--- config.mk ---
export PLATFORM = sky130hd
export DESIGN_NAME = affmi_div
export DESIGN_NICKNAME = d
export VERILOG_FILES = /design/src/rtl/core/affmi_pkg.sv /design/src/rtl/core/affmi_div.sv
export SDC_FILE = /design/constraint.sdc
export NUM_CORES = 1
export LEC_CHECK = 0
export BUFFER_PORTS_ARGS = -buffer_cell sky130_fd_sc_hd__buf_2
export CAP_MARGIN = 20
export CELL_PAD_IN_SITES_DETAIL_PLACEMENT = 1
export CELL_PAD_IN_SITES_GLOBAL_PLACEMENT = 1
export CORE_MARGIN = 10
export CORE_UTILIZATION = 35
export DETAILED_ROUTE_END_ITERATION = 8
export PLACE_DENSITY_LB_ADDON = 0.1
export SLEW_MARGIN = 10
export SYNTH_ARGS = -nofsm -noshare
export SYNTH_HDL_FRONTEND = slang
export SYNTH_SLANG_ARGS = --single-unit
--- constraint.sdc ---
create_clock -name clk -period 4.1 [get_ports clk]
set_clock_uncertainty 0.15 [all_clocks]
set_input_delay 0.205 -clock clk [delete_from_list [all_inputs] [get_ports clk]]
set_output_delay 0.205 -clock clk [all_outputs]
set_load 0.01 [all_outputs]
--- src/rtl/core/affmi_pkg.sv ---
package affmi_pkg;

  localparam int ELEM_COUNT = 12;
  localparam int LAST_IDX   = 11;
  localparam int RECIP_W    = 48;
  localparam int QUOT_W     = RECIP_W - 1;
  localparam int MEM_DEPTH  = 36;
  localparam int MEM_AW     = 6;
  localparam int PC_W       = 6;
  localparam logic [MEM_AW-1:0] A_INV = 6'd24;

  typedef struct packed {
    logic [3:0]         element_index;
    logic signed [31:0] element_value;
    logic               last_element;
  } in_item_t;

  typedef struct packed {
    logic [3:0]         result_index;
    logic signed [31:0] result_value;
    logic               singular;
    logic               last_result;
  } out_item_t;

  typedef enum logic [2:0] {
    OP_MUL, OP_MULR, OP_ADD, OP_SUB, OP_NEG, OP_DIV, OP_END
  } op_t;

  typedef enum logic [2:0] {
    ST_IDLE, ST_FETCH, ST_EXEC, ST_MULW, ST_DIVW, ST_OUT
  } state_t;

  typedef struct packed {
    op_t               op;
    logic [MEM_AW-1:0] a;
    logic [MEM_AW-1:0] b;
    logic [MEM_AW-1:0] d;
  } uop_t;

  function automatic uop_t mk(op_t op, int a, int b, int d);
    uop_t u;
    u.op = op;
    u.a  = MEM_AW'(a);
    u.b  = MEM_AW'(b);
    u.d  = MEM_AW'(d);
    return u;
  endfunction

  // Scratch map: 0-11 source, 12-20 adjugate, 21/22 temps, 23 det, 24-35 inverse.
  function automatic uop_t rom(logic [PC_W-1:0] pc);
    uop_t u;
    case (pc)
      6'd0:  u = mk(OP_MUL, 4, 8, 21);
      6'd1:  u = mk(OP_MUL, 5, 7, 22);
      6'd2:  u = mk(OP_SUB, 21, 22, 12);
      6'd3:  u = mk(OP_MUL, 2, 7, 21);
      6'd4:  u = mk(OP_MUL, 1, 8, 22);
      6'd5:  u = mk(OP_SUB, 21, 22, 13);
      6'd6:  u = mk(OP_MUL, 1, 5, 21);
      6'd7:  u = mk(OP_MUL, 2, 4, 22);
      6'd8:  u = mk(OP_SUB, 21, 22, 14);
      6'd9:  u = mk(OP_MUL, 5, 6, 21);
      6'd10: u = mk(OP_MUL, 3, 8, 22);
      6'd11: u = mk(OP_SUB, 21, 22, 15);
      6'd12: u = mk(OP_MUL, 0, 8, 21);
      6'd13: u = mk(OP_MUL, 2, 6, 22);
      6'd14: u = mk(OP_SUB, 21, 22, 16);
      6'd15: u = mk(OP_MUL, 2, 3, 21);
      6'd16: u = mk(OP_MUL, 0, 5, 22);
      6'd17: u = mk(OP_SUB, 21, 22, 17);
      6'd18: u = mk(OP_MUL, 3, 7, 21);
      6'd19: u = mk(OP_MUL, 4, 6, 22);
      6'd20: u = mk(OP_SUB, 21, 22, 18);
      6'd21: u = mk(OP_MUL, 1, 6, 21);
      6'd22: u = mk(OP_MUL, 0, 7, 22);
      6'd23: u = mk(OP_SUB, 21, 22, 19);
      6'd24: u = mk(OP_MUL, 0, 4, 21);
      6'd25: u = mk(OP_MUL, 1, 3, 22);
      6'd26: u = mk(OP_SUB, 21, 22, 20);
      6'd27: u = mk(OP_MUL, 0, 12, 23);
      6'd28: u = mk(OP_MUL, 1, 15, 21);
      6'd29: u = mk(OP_ADD, 23, 21, 23);
      6'd30: u = mk(OP_MUL, 2, 18, 21);
      6'd31: u = mk(OP_ADD, 23, 21, 23);
      6'd32: u = mk(OP_DIV, 23, 0, 0);
      6'd33: u = mk(OP_MULR, 12, 0, 24);
      6'd34: u = mk(OP_MULR, 13, 0, 25);
      6'd35: u = mk(OP_MULR, 14, 0, 26);
      6'd36: u = mk(OP_MULR, 15, 0, 27);
      6'd37: u = mk(OP_MULR, 16, 0, 28);
      6'd38: u = mk(OP_MULR, 17, 0, 29);
      6'd39: u = mk(OP_MULR, 18, 0, 30);
      6'd40: u = mk(OP_MULR, 19, 0, 31);
      6'd41: u = mk(OP_MULR, 20, 0, 32);
      6'd42: u = mk(OP_MUL, 9, 24, 21);
      6'd43: u = mk(OP_MUL, 10, 27, 22);
      6'd44: u = mk(OP_ADD, 21, 22, 21);
      6'd45: u = mk(OP_MUL, 11, 30, 22);
      6'd46: u = mk(OP_ADD, 21, 22, 21);
      6'd47: u = mk(OP_NEG, 21, 0, 33);
      6'd48: u = mk(OP_MUL, 9, 25, 21);
      6'd49: u = mk(OP_MUL, 10, 28, 22);
      6'd50: u = mk(OP_ADD, 21, 22, 21);
      6'd51: u = mk(OP_MUL, 11, 31, 22);
      6'd52: u = mk(OP_ADD, 21, 22, 21);
      6'd53: u = mk(OP_NEG, 21, 0, 34);
      6'd54: u = mk(OP_MUL, 9, 26, 21);
      6'd55: u = mk(OP_MUL, 10, 29, 22);
      6'd56: u = mk(OP_ADD, 21, 22, 21);
      6'd57: u = mk(OP_MUL, 11, 32, 22);
      6'd58: u = mk(OP_ADD, 21, 22, 21);
      6'd59: u = mk(OP_NEG, 21, 0, 35);
      default: u = mk(OP_END, 0, 0, 0);
    endcase
    return u;
  endfunction

endpackage

--- src/rtl/core/affmi_div.sv ---
module affmi_div #(
  parameter int FRAC_BITS   = 16,
  parameter int VALUE_WIDTH = 32
) (
  input  logic                              clk,
  input  logic                              rst_n,
  input  logic                              start,
  input  logic [VALUE_WIDTH-1:0]            divisor,
  output logic                              done,
  output logic [affmi_pkg::QUOT_W-1:0]      quotient
);
  localparam int TOP = 3 * FRAC_BITS;
  localparam int CW  = $clog2(TOP + 1);
  localparam int RW  = VALUE_WIDTH + 1;
  localparam int QW  = affmi_pkg::QUOT_W;

  logic          busy_r, done_r, sat_r;
  logic [CW-1:0] i_r;
  logic [RW-1:0] r_r, r_sh;
  logic [QW-1:0] q_r;
  logic [VALUE_WIDTH-1:0] d_r;
  logic          ge;

  always_comb begin
    r_sh = {r_r[RW-2:0], (i_r == CW'(TOP))};
    ge   = r_sh >= {1'b0, d_r};
  end

  always_ff @(posedge clk) begin
    if (!rst_n) begin
      busy_r <= 1'b0;
      done_r <= 1'b0;
    end else begin
      done_r <= busy_r && (i_r == '0);
      if (start) begin
        busy_r <= 1'b1;
      end else if (busy_r && (i_r == '0)) begin
        busy_r <= 1'b0;
      end
    end
  end

  always_ff @(posedge clk) begin
    if (start) begin
      i_r   <= CW'(TOP);
      r_r   <= '0;
      q_r   <= '0;
      sat_r <= 1'b0;
      d_r   <= divisor;
    end else if (busy_r) begin
      i_r   <= i_r - CW'(1);
      r_r   <= ge ? (r_sh - {1'b0, d_r}) : r_sh;
      q_r   <= {q_r[QW-2:0], ge};
      sat_r <= sat_r | (ge && (32'(i_r) >= 32'(QW)));
    end
  end

  assign done     = done_r;
  assign quotient = sat_r ? {QW{1'b1}} : q_r;
endmodule

==> metrics <==
pin count of the biggest net entering global routing=just under 70; First DRT Iteration DRCs=176; CP Max Fanout=4; LEAKAGE=3.740 nW; placeable core area=18710 sq um; startpoint types=register; RSZ-0062 raised after global routing=false; FF-to-FF Start=i_r[0]; Final GP Congestion=0.7790; Top cell by count, worst path=ha_1; initial antenna violation count=0; number of synthesized flops with an enable pin=32; clock root buffer master=clkbuf_16; final setup TNS=0 ns; Hold Startpoint=start; post-synth cell types=62; Required @ worst endpoint=between 4 and 5 ns; Ys Warns=0; Peak supply drop=249.7 uV; post-CTS setup buffers=0; top cells by area, synth=dfxtp_1 26%, edfxtp_1 14%, mux2i_1 11%; largest area contributor in the netlist=dfxtp_1; vias in the first global route=5803; post-synthesis register bit count=120; Final Hold Vio Count=0; worst hold slack=approximately 0.081 ns; Cell Area, Synth=6661 sq um; Max-Cap Viols=0; Initial Utilization=0.3561; fin crit share=0.8886; routed length per placed instance=15.90 microns; remaining antenna violation count after routing=0; Area growth syn-to-layout=22.13%; DRC=0; total wire length=16950 microns; Tmin final=3.643 ns; Worst Setup Path Type=reg -> reg; Reg area=2726 sq um; port bufs=82; Post-synth ARST share=0; synth cell count leaders=105 x nor2_1, 88 x dfxtp_1, 72 x mux2i_1; top_reg_cell synth=dfxtp_1; chip width=158.0 microns; endpoint class of the critical path=register; Worst Hold Class=in -> reg; setup violators final=0; Post-DP HPWL=11770 microns; worst-path cell chain=inv_1 > ha_1 > nand4_1 > ha_1 > fa_1 > nor2b_1 > o31a_1 > o21ai_1 > o21ai_0 > o221ai_1 > o31ai_1 > xor2_1 > mux2i_1 > a211oi_1; Synth top area share=0.2645; CTS tree=done; syn_area_per_cell=9.278 sq um; I/O pin count=a little over 80; top-count cell post-synth=nor2_1; worst relative slew slack=0.4706; DR vias=5374; share of cells above drive strength 1=0.2151; FMAX=0.2745 GHz; Die Y=roughly 160 microns; die area=24950 sq um; total CTS buffers=17; CP max stage delay=0.41 ns; Critical-path top delay cell=fa_1; Sink Count=120; Slew Viols, Final=0; row count=50; fin util=0.4349; via/cell ratio=5.041; CTS Buffer Depth=2; pwr/cell area=448.4 nW/um^2; multi-input combinational cell area=between 3000 and 4000 sq um; Power Total=3.648 mW; clock latency on the worst-skew pair=0.42 ns; Worst EP arrival=3.83 ns; # fillers=2153; register area share after synthesis=0.4087; Nets=891; gr ovfl total=0; GRT Resource Usage Total=0.1411; Syn Nets=789; cells after synthesis=718; # diodes=0; TritonRoute pass-1 iters=4; status=completed; CP Launch Point=i_r[0]; Worst Max-Slew Pin Slew=approximately 0.79 ns; H-tree depth=4; Worst-path clk slew=0.06 ns; first-pass GRT wire length=28810 microns
[sequential cells by signal (all words and copies together), names as in the netlist]
register and count:
busy_r 1, d_r 32, done 1, i_r 6, q_r 47, r_r 32, sat_r 1
[per-stage QoR]
step	std cells	worst slack [ns]	area, sq um
after floorplan	718	1.061	6661
after global placement	1002	0.6486	7224
after detailed placement	1002	0.4715	7224
after CTS	1066	0.4441	8135
after global routing	1066	0.04816	8135
final	1066	0.4568	8135
[cells in the final DEF, fill, tap and decap left out, types with 29 or more instances in the layout]
cell type	instances
nand2_1	44
ha_1	35
buf_2	81
dfxtp_1	87
mux2i_1	72
edfxtp_1	32
dlygate4sd3_1	33
nor2_1	105
or2_2	47
a211oi_1	29
inv_1	41
[layout make-up]
class | count | share of cell area
clock inverter | 10 | 0.01077
timing repair buffer | 120 | 0.09751
tap | 234 | 0.03599
sequential | 120 | 0.3351
inverter | 41 | 0.01892
clock buffer | 21 | 0.06060
multi-input combinational | 520 | 0.4411
[kinds of logic after synthesis]
| logic type | count (synthesis) | synth area share |
|---|---|---|
| compound gates | 127 | 0.1399 |
| xor+xnor | 28 | 0.03681 |
| fa+ha+maj | 36 | 0.06875 |
| buf+inv | 78 | 0.05259 |
| flops | 120 | 0.4087 |
| mux | 73 | 0.1104 |
| simple gates | 256 | 0.1828 |
[layer usage]
| layer | vias to the layer above | GRT usage | routed length [microns] |
|---|---|---|---|
| li1 | 2712 | - | - |
| met3 | 16 | 0.05020 | 806 |
| met5 | - | 0 | 0 |
| met2 | 81 | 0.2300 | 7962 |
| met4 | 0 | 0.04279 | 194 |
| met1 | 2565 | 0.1708 | 7985 |
[critical path, delay by kind of cell (launching register included)]
kind            cells  cell delay, ns
flops               1            0.33
xor+xnor            1            0.17
mux                 1            0.11
compound gates      6            1.55
simple gates        2            0.31
buf+inv             1            0.11
fa+ha+maj           3            0.83
[repair_timing]
action / CTS / global route
hold endpoints to repair: 34 / 0
hold buffers: 33 / 0
resized for setup: 0 / 0
[worst paths after layout]
path	end	slack, ns	cells past startpoint
setup / recovery	r_r[30]	0.46	14
hold / removal	q_r[31]	0.08	2
setup reg to reg	r_r[30]	0.46	14
hold reg to reg	q_r[46]	0.34	2
[power by group]
part | total (mW) | switching, mW | internal, mW
sequential | 1.34 | 0.0561 | 1.28
clock | 1.48 | 0.561 | 0.919
combinational | 0.828 | 0.456 | 0.371
(Power assumes the default switching activity.)
