[config.mk]
export PLATFORM = sky130hd
export DESIGN_NAME = affmi_mul
export DESIGN_NICKNAME = d
export VERILOG_FILES = /design/src/rtl/core/affmi_pkg.sv /design/src/rtl/core/affmi_mul.sv
export SDC_FILE = /design/constraint.sdc
export NUM_CORES = 2
export LEC_CHECK = 0
export BUFFER_PORTS_ARGS = -buffer_cell sky130_fd_sc_hd__buf_2
export CAP_MARGIN = 20
export CORE_ASPECT_RATIO = 1.75
export CORE_UTILIZATION = 42
export DETAILED_ROUTE_END_ITERATION = 12
export PLACE_DENSITY = 0.59
export SLEW_MARGIN = 30
export SYNTH_ARGS = -nofsm -noshare
export SYNTH_HDL_FRONTEND = slang
export SYNTH_SLANG_ARGS = --single-unit
[constraint.sdc]
create_clock -name clk -period 18 [get_ports clk]
set_clock_uncertainty 0.05 [all_clocks]
set_input_delay 2.7 -clock clk [delete_from_list [all_inputs] [get_ports clk]]
set_output_delay 2.7 -clock clk [all_outputs]
set_load 0.01 [all_outputs]
[src/rtl/core/affmi_pkg.sv]
package affmi_pkg;

  localparam int ELEM_COUNT = 12;
  localparam int LAST_IDX   = 11;
  localparam int RECIP_W    = 48;
  localparam int QUOT_W     = RECIP_W - 1;
  localparam int MEM_DEPTH  = 36;
  localparam int MEM_AW     = 6;
  localparam int PC_W       = 6;
  localparam logic [MEM_AW-1:0] A_INV = 6'd24;

  typedef struct packed {
    logic [3:0]         element_index;
    logic signed [31:0] element_value;
    logic               last_element;
  } in_item_t;

  typedef struct packed {
    logic [3:0]         result_index;
    logic signed [31:0] result_value;
    logic               singular;
    logic               last_result;
  } out_item_t;

  typedef enum logic [2:0] {
    OP_MUL, OP_MULR, OP_ADD, OP_SUB, OP_NEG, OP_DIV, OP_END
  } op_t;

  typedef enum logic [2:0] {
    ST_IDLE, ST_FETCH, ST_EXEC, ST_MULW, ST_DIVW, ST_OUT
  } state_t;

  typedef struct packed {
    op_t               op;
    logic [MEM_AW-1:0] a;
    logic [MEM_AW-1:0] b;
    logic [MEM_AW-1:0] d;
  } uop_t;

  function automatic uop_t mk(op_t op, int a, int b, int d);
    uop_t u;
    u.op = op;
    u.a  = MEM_AW'(a);
    u.b  = MEM_AW'(b);
    u.d  = MEM_AW'(d);
    return u;
  endfunction

  // Scratch map: 0-11 source, 12-20 adjugate, 21/22 temps, 23 det, 24-35 inverse.
  function automatic uop_t rom(logic [PC_W-1:0] pc);
    uop_t u;
    case (pc)
      6'd0:  u = mk(OP_MUL, 4, 8, 21);
      6'd1:  u = mk(OP_MUL, 5, 7, 22);
      6'd2:  u = mk(OP_SUB, 21, 22, 12);
      6'd3:  u = mk(OP_MUL, 2, 7, 21);
      6'd4:  u = mk(OP_MUL, 1, 8, 22);
      6'd5:  u = mk(OP_SUB, 21, 22, 13);
      6'd6:  u = mk(OP_MUL, 1, 5, 21);
      6'd7:  u = mk(OP_MUL, 2, 4, 22);
      6'd8:  u = mk(OP_SUB, 21, 22, 14);
      6'd9:  u = mk(OP_MUL, 5, 6, 21);
      6'd10: u = mk(OP_MUL, 3, 8, 22);
      6'd11: u = mk(OP_SUB, 21, 22, 15);
      6'd12: u = mk(OP_MUL, 0, 8, 21);
      6'd13: u = mk(OP_MUL, 2, 6, 22);
      6'd14: u = mk(OP_SUB, 21, 22, 16);
      6'd15: u = mk(OP_MUL, 2, 3, 21);
      6'd16: u = mk(OP_MUL, 0, 5, 22);
      6'd17: u = mk(OP_SUB, 21, 22, 17);
      6'd18: u = mk(OP_MUL, 3, 7, 21);
      6'd19: u = mk(OP_MUL, 4, 6, 22);
      6'd20: u = mk(OP_SUB, 21, 22, 18);
      6'd21: u = mk(OP_MUL, 1, 6, 21);
      6'd22: u = mk(OP_MUL, 0, 7, 22);
      6'd23: u = mk(OP_SUB, 21, 22, 19);
      6'd24: u = mk(OP_MUL, 0, 4, 21);
      6'd25: u = mk(OP_MUL, 1, 3, 22);
      6'd26: u = mk(OP_SUB, 21, 22, 20);
      6'd27: u = mk(OP_MUL, 0, 12, 23);
      6'd28: u = mk(OP_MUL, 1, 15, 21);
      6'd29: u = mk(OP_ADD, 23, 21, 23);
      6'd30: u = mk(OP_MUL, 2, 18, 21);
      6'd31: u = mk(OP_ADD, 23, 21, 23);
      6'd32: u = mk(OP_DIV, 23, 0, 0);
      6'd33: u = mk(OP_MULR, 12, 0, 24);
      6'd34: u = mk(OP_MULR, 13, 0, 25);
      6'd35: u = mk(OP_MULR, 14, 0, 26);
      6'd36: u = mk(OP_MULR, 15, 0, 27);
      6'd37: u = mk(OP_MULR, 16, 0, 28);
      6'd38: u = mk(OP_MULR, 17, 0, 29);
      6'd39: u = mk(OP_MULR, 18, 0, 30);
      6'd40: u = mk(OP_MULR, 19, 0, 31);
      6'd41: u = mk(OP_MULR, 20, 0, 32);
      6'd42: u = mk(OP_MUL, 9, 24, 21);
      6'd43: u = mk(OP_MUL, 10, 27, 22);
      6'd44: u = mk(OP_ADD, 21, 22, 21);
      6'd45: u = mk(OP_MUL, 11, 30, 22);
      6'd46: u = mk(OP_ADD, 21, 22, 21);
      6'd47: u = mk(OP_NEG, 21, 0, 33);
      6'd48: u = mk(OP_MUL, 9, 25, 21);
      6'd49: u = mk(OP_MUL, 10, 28, 22);
      6'd50: u = mk(OP_ADD, 21, 22, 21);
      6'd51: u = mk(OP_MUL, 11, 31, 22);
      6'd52: u = mk(OP_ADD, 21, 22, 21);
      6'd53: u = mk(OP_NEG, 21, 0, 34);
      6'd54: u = mk(OP_MUL, 9, 26, 21);
      6'd55: u = mk(OP_MUL, 10, 29, 22);
      6'd56: u = mk(OP_ADD, 21, 22, 21);
      6'd57: u = mk(OP_MUL, 11, 32, 22);
      6'd58: u = mk(OP_ADD, 21, 22, 21);
      6'd59: u = mk(OP_NEG, 21, 0, 35);
      default: u = mk(OP_END, 0, 0, 0);
    endcase
    return u;
  endfunction

endpackage

[src/rtl/core/affmi_mul.sv]
module affmi_mul #(
  parameter int FRAC_BITS   = 16,
  parameter int VALUE_WIDTH = 32
) (
  input  logic                              clk,
  input  logic                              rst_n,
  input  logic                              start,
  input  logic signed [affmi_pkg::RECIP_W-1:0] a,
  input  logic signed [affmi_pkg::RECIP_W-1:0] b,
  input  logic                              long_shift,
  output logic                              done,
  output logic [VALUE_WIDTH-1:0]            result
);
  localparam int AW = affmi_pkg::RECIP_W;
  localparam int PW = 2 * AW + 1;

  logic          busy_r, busy_nxt, fin_r, fin_nxt, done_r, done_nxt;
  logic [1:0]    cnt_r, cnt_nxt;
  logic          neg_r, lsh_r;
  logic [AW-1:0] ua_r, ub_r;
  logic [PW-1:0] acc_r, acc_nxt;
  logic [VALUE_WIDTH-1:0] res_r, res_nxt;
  logic [15:0]   digit;
  logic [PW-1:0] part, rnd, q, lim, qs, mask;

  always_comb begin
    digit    = ub_r[{cnt_r, 4'b0000} +: 16];
    part     = PW'(ua_r * digit) << {cnt_r, 4'b0000};
    mask     = lsh_r ? ((PW'(1) << (2 * FRAC_BITS)) - PW'(1))
                     : ((PW'(1) << FRAC_BITS) - PW'(1));
    rnd      = acc_r + (neg_r ? mask : '0);
    q        = lsh_r ? (rnd >> (2 * FRAC_BITS)) : (rnd >> FRAC_BITS);
    lim      = (PW'(1) << (VALUE_WIDTH - 1)) - PW'(!neg_r);
    qs       = (q > lim) ? lim : q;
    busy_nxt = busy_r;
    fin_nxt  = 1'b0;
    done_nxt = 1'b0;
    cnt_nxt  = cnt_r;
    acc_nxt  = acc_r;
    res_nxt  = res_r;
    if (start) begin
      busy_nxt = 1'b1;
      cnt_nxt  = '0;
      acc_nxt  = '0;
    end else if (busy_r) begin
      acc_nxt = acc_r + part;
      cnt_nxt = cnt_r + 2'd1;
      if (cnt_r == 2'd2) begin
        busy_nxt = 1'b0;
        fin_nxt  = 1'b1;
      end
    end else if (fin_r) begin
      done_nxt = 1'b1;
      res_nxt  = neg_r ? (-qs[VALUE_WIDTH-1:0]) : qs[VALUE_WIDTH-1:0];
    end
  end

  always_ff @(posedge clk) begin
    if (!rst_n) begin
      busy_r <= 1'b0;
      fin_r  <= 1'b0;
      done_r <= 1'b0;
      cnt_r  <= '0;
    end else begin
      busy_r <= busy_nxt;
      fin_r  <= fin_nxt;
      done_r <= done_nxt;
      cnt_r  <= cnt_nxt;
    end
  end

  always_ff @(posedge clk) begin
    acc_r <= acc_nxt;
    res_r <= res_nxt;
    if (start) begin
      neg_r <= a[AW-1] ^ b[AW-1];
      ua_r  <= a[AW-1] ? AW'(-a) : AW'(a);
      ub_r  <= b[AW-1] ? AW'(-b) : AW'(b);
      lsh_r <= long_shift;
    end
  end

  assign done   = done_r;
  assign result = res_r;
endmodule

==> summary.md <==
| Metric | Value |
|---|---|
| R2R Path End | acc_r[94] |
| CP endpoint kind | flip-flop |
| Max cap viols | 0 |
| Worst reg-to-reg setup slack | about 3.8 ns |
| Routed Antenna Nets | 0 |
| Worst Setup SP | cnt_r[1] |
| I/O pin cnt | approximately 130 |
| CP Max Fanout | 44 |
| Maximum clock frequency | slightly above 70 MHz |
| Hold Vio Cnt, Final | 0 |
| Row Count | 161 |
| Crit path largest cell delay | ~0.63 ns |
| Finish-stage setup viols | 0 |
| Crit path capture | acc_r[94] |
| RSZ-0062 raised after global routing | false |
| Layout cells sized above 1 | under 10% |
| Final nets | between 6000 and 7000 |
| Ys Warns | 0 |
| Synth Net Count | about 6700 |
| Register bit total from synthesis | about 230 |
| GR Util All Layers | a little under a third |
| H-tree depth | 1 |
| Highest-delay cell along the critical path | dfxtp_4 |
| CTS tree | done |
| Hold_buf cts | 0 |
| Register area | 5950 um^2 |
| Slew Limit Fails | 0 |
| Placer Congestion | between 1 and 1.5 |
| Top FF cell, synth | edfxtp_1 |
| Die width | around 250 um |
| Placed cell areas | between 40000 and 50000 um^2 |
| Final std cells w/o fill | 7064 |
| Yosys top cell by area | fa_1 |
| Sink Count | 232 |
| Clock Pin Slew Worst Setup and Hold Paths | approximately 0.06 ns |
| Die Area | between 100000 and 150000 um^2 |
| Slew @ Worst Pin | 1.11 ns |
| Post-cts gate resize count | 0 |
| P&R area growth vs syn | 7.00% |
| Crit path arrival time | about 15 ns |
| Core Area | approximately 110000 um^2 |
| Most used cell, CP | fa_1 |
| Initial antenna violation count | 3 |
| CP Class | reg2reg |
| Number of buffers created by CTS | 28 |
| Post-Syn Area per Cell | approximately 8.2 um^2 |
| Post-CTS Setup Bufs | 0 |
| Multi-input logic area | roughly 37000 um^2 |
| Clk buf depth | 3 |
| FILL cells | 11000 |
| Initial Utilization | 42.3% |
| DIE HEIGHT | ~440 um |
| DP HPWL | 135 mm |
| DRC errors left | 0 |
| Fin crit period | approximately 14 ns |
| Vias in the first global route | approximately 43000 |
| Largest net degree at the start of global routing | between 100 and 150 |
| Cell depth of the worst flop-to-flop path | 45 |
| Setup TNS | 0 ns |
| R2r startpoint | cnt_r[1] |
| Worst skew pair latency | 0.67 ns |
| GR Overflow Total | 0 |
| Critical Path RT | ~19 ns |
| Asr flop ratio synth | 0% |
| Final core occ | between 40% and 50% |
| Post-synth EDFFs | 130 |
| WL/cell | between 20 and 25 um |
| Startpoint types | flip-flop |
| Final WL | 168 mm |
| Clock Tree Root | clkbuf_16 |
| Period utilization | slightly below 80% |
| Mapped Cells | about 5600 |
| Slew HR | 25.1% |
| Largest cells by area after synthesis | fa_1 (28%), edfxtp_1 (8.4%), ha_1 (8.1%) |
| Distinct cells, synth | 95 |
| First-pass GRT wire length | ~260 mm |
| Port Buffers | ~130 |
| Initial DRC count | ~2500 |
| Status | complete, no violations |
| Via count | just over 40000 |
| Sequential share of the synthesized area | roughly an eighth |
| Post-Syn Area | 46400 um^2 |
| Top cell type's share of synthesized area | approximately 28% |
| Class of the worst hold path | reg2reg |
| Placed Cells | 7011 |
| Vias per inst | between 5 and 6 |
| Pre-Repair DR Iteration Count | 8 |
| Post-route cell area | a little under 50000 um^2 |
-- logic make-up after synthesis --
logic type	share of synthesized area (%)
simple gates	20.0
fa+ha+maj	35.8
xor+xnor	5.02
flops	12.8
compound gates	14.9
buf+inv	8.71
mux	2.73
-- critical path, delay by kind of cell (launching register included) --
| kind | cells | cell delay, ns |
|---|---|---|
| compound gates | 16 | 4.98 |
| fa+ha+maj | 8 | 3.97 |
| simple gates | 11 | 2.37 |
| buf+inv | 8 | 1.56 |
| flops | 1 | 0.63 |
| xor+xnor | 2 | 0.43 |
-- sequential cells by signal (all words and copies together), names as in the netlist --
signal / cells
fin_r: 1
acc_r: 97
ub_r: 48
lsh_r: 1
done: 1
busy_r: 1
cnt_r: 2
neg_r: 1
result: 32
ua_r: 48
-- layer usage --
metal  global-route usage (%)  vias to the layer above  wire (um)
li1                         -                    18600          -
met3                     3.76                      540       7050
met2                     55.7                     1278      87700
met5                        0                        -          0
met1                     31.2                    20400      57600
met4                     23.4                        0      15100
-- cell usage after synthesis (83+ instances only) --
| cell | number |
|---|---|
| edfxtp_1 | 130 |
| dfxtp_1 | 102 |
| and2_1 | 269 |
| ha_1 | 299 |
| a21o_1 | 129 |
| xnor2_1 | 206 |
| a21oi_1 | 276 |
| fa_1 | 643 |
| nor2_1 | 337 |
| o21ai_0 | 200 |
| nand2_1 | 805 |
| nand4_1 | 83 |
| clkbuf_1 | 259 |
| inv_1 | 780 |
| mux2i_1 | 110 |
-- worst min path at each step --
stage / startpoint / end / slack, ns / cells past startpoint
5_1_grt: acc_r[18] / acc_r[18] / 0.48 / 2
3_5_place_dp: acc_r[17] / acc_r[17] / 0.44 / 2
3_3_place_gp: acc_r[18] / acc_r[18] / 0.44 / 2
4_1_cts: acc_r[17] / acc_r[17] / 0.45 / 2
6_report: acc_r[17] / acc_r[17] / 0.45 / 2
2_1_floorplan: fin_r / done / 0.40 / 1
-- cell type report --
type / instances / share of cell area (%)
clock inverter: 22 / 0.619
timing repair buffer: 204 / 2.57
antenna: 1 / 0.00504
sequential: 232 / 12.0
multi-input combinational: 4324 / 73.8
inverter: 784 / 5.92
clock buffer: 30 / 1.43
tap: 1467 / 3.69
-- per-stage QoR --
step / hold WS (ns) / worst slack, ns
after global placement: 0.439 / 4.06
final: 0.452 / 3.81
after CTS: 0.452 / 3.93
after global routing: 0.477 / 3.15
after detailed placement: 0.442 / 4.01
after floorplan: 0.401 / 6.73
-- cell usage in the layout (no fill, tap or decap), drive strengths merged, types with 203 or more instances in the layout --
cell type,n
nand2,805
a21oi,276
and2,269
o21ai,205
buf,203
inv,786
fa,643
nor2,337
ha,299
xnor2,206
Power is not shown: default switching activity piles up to over one toggle a cycle in this logic, so the estimate is an artifact.
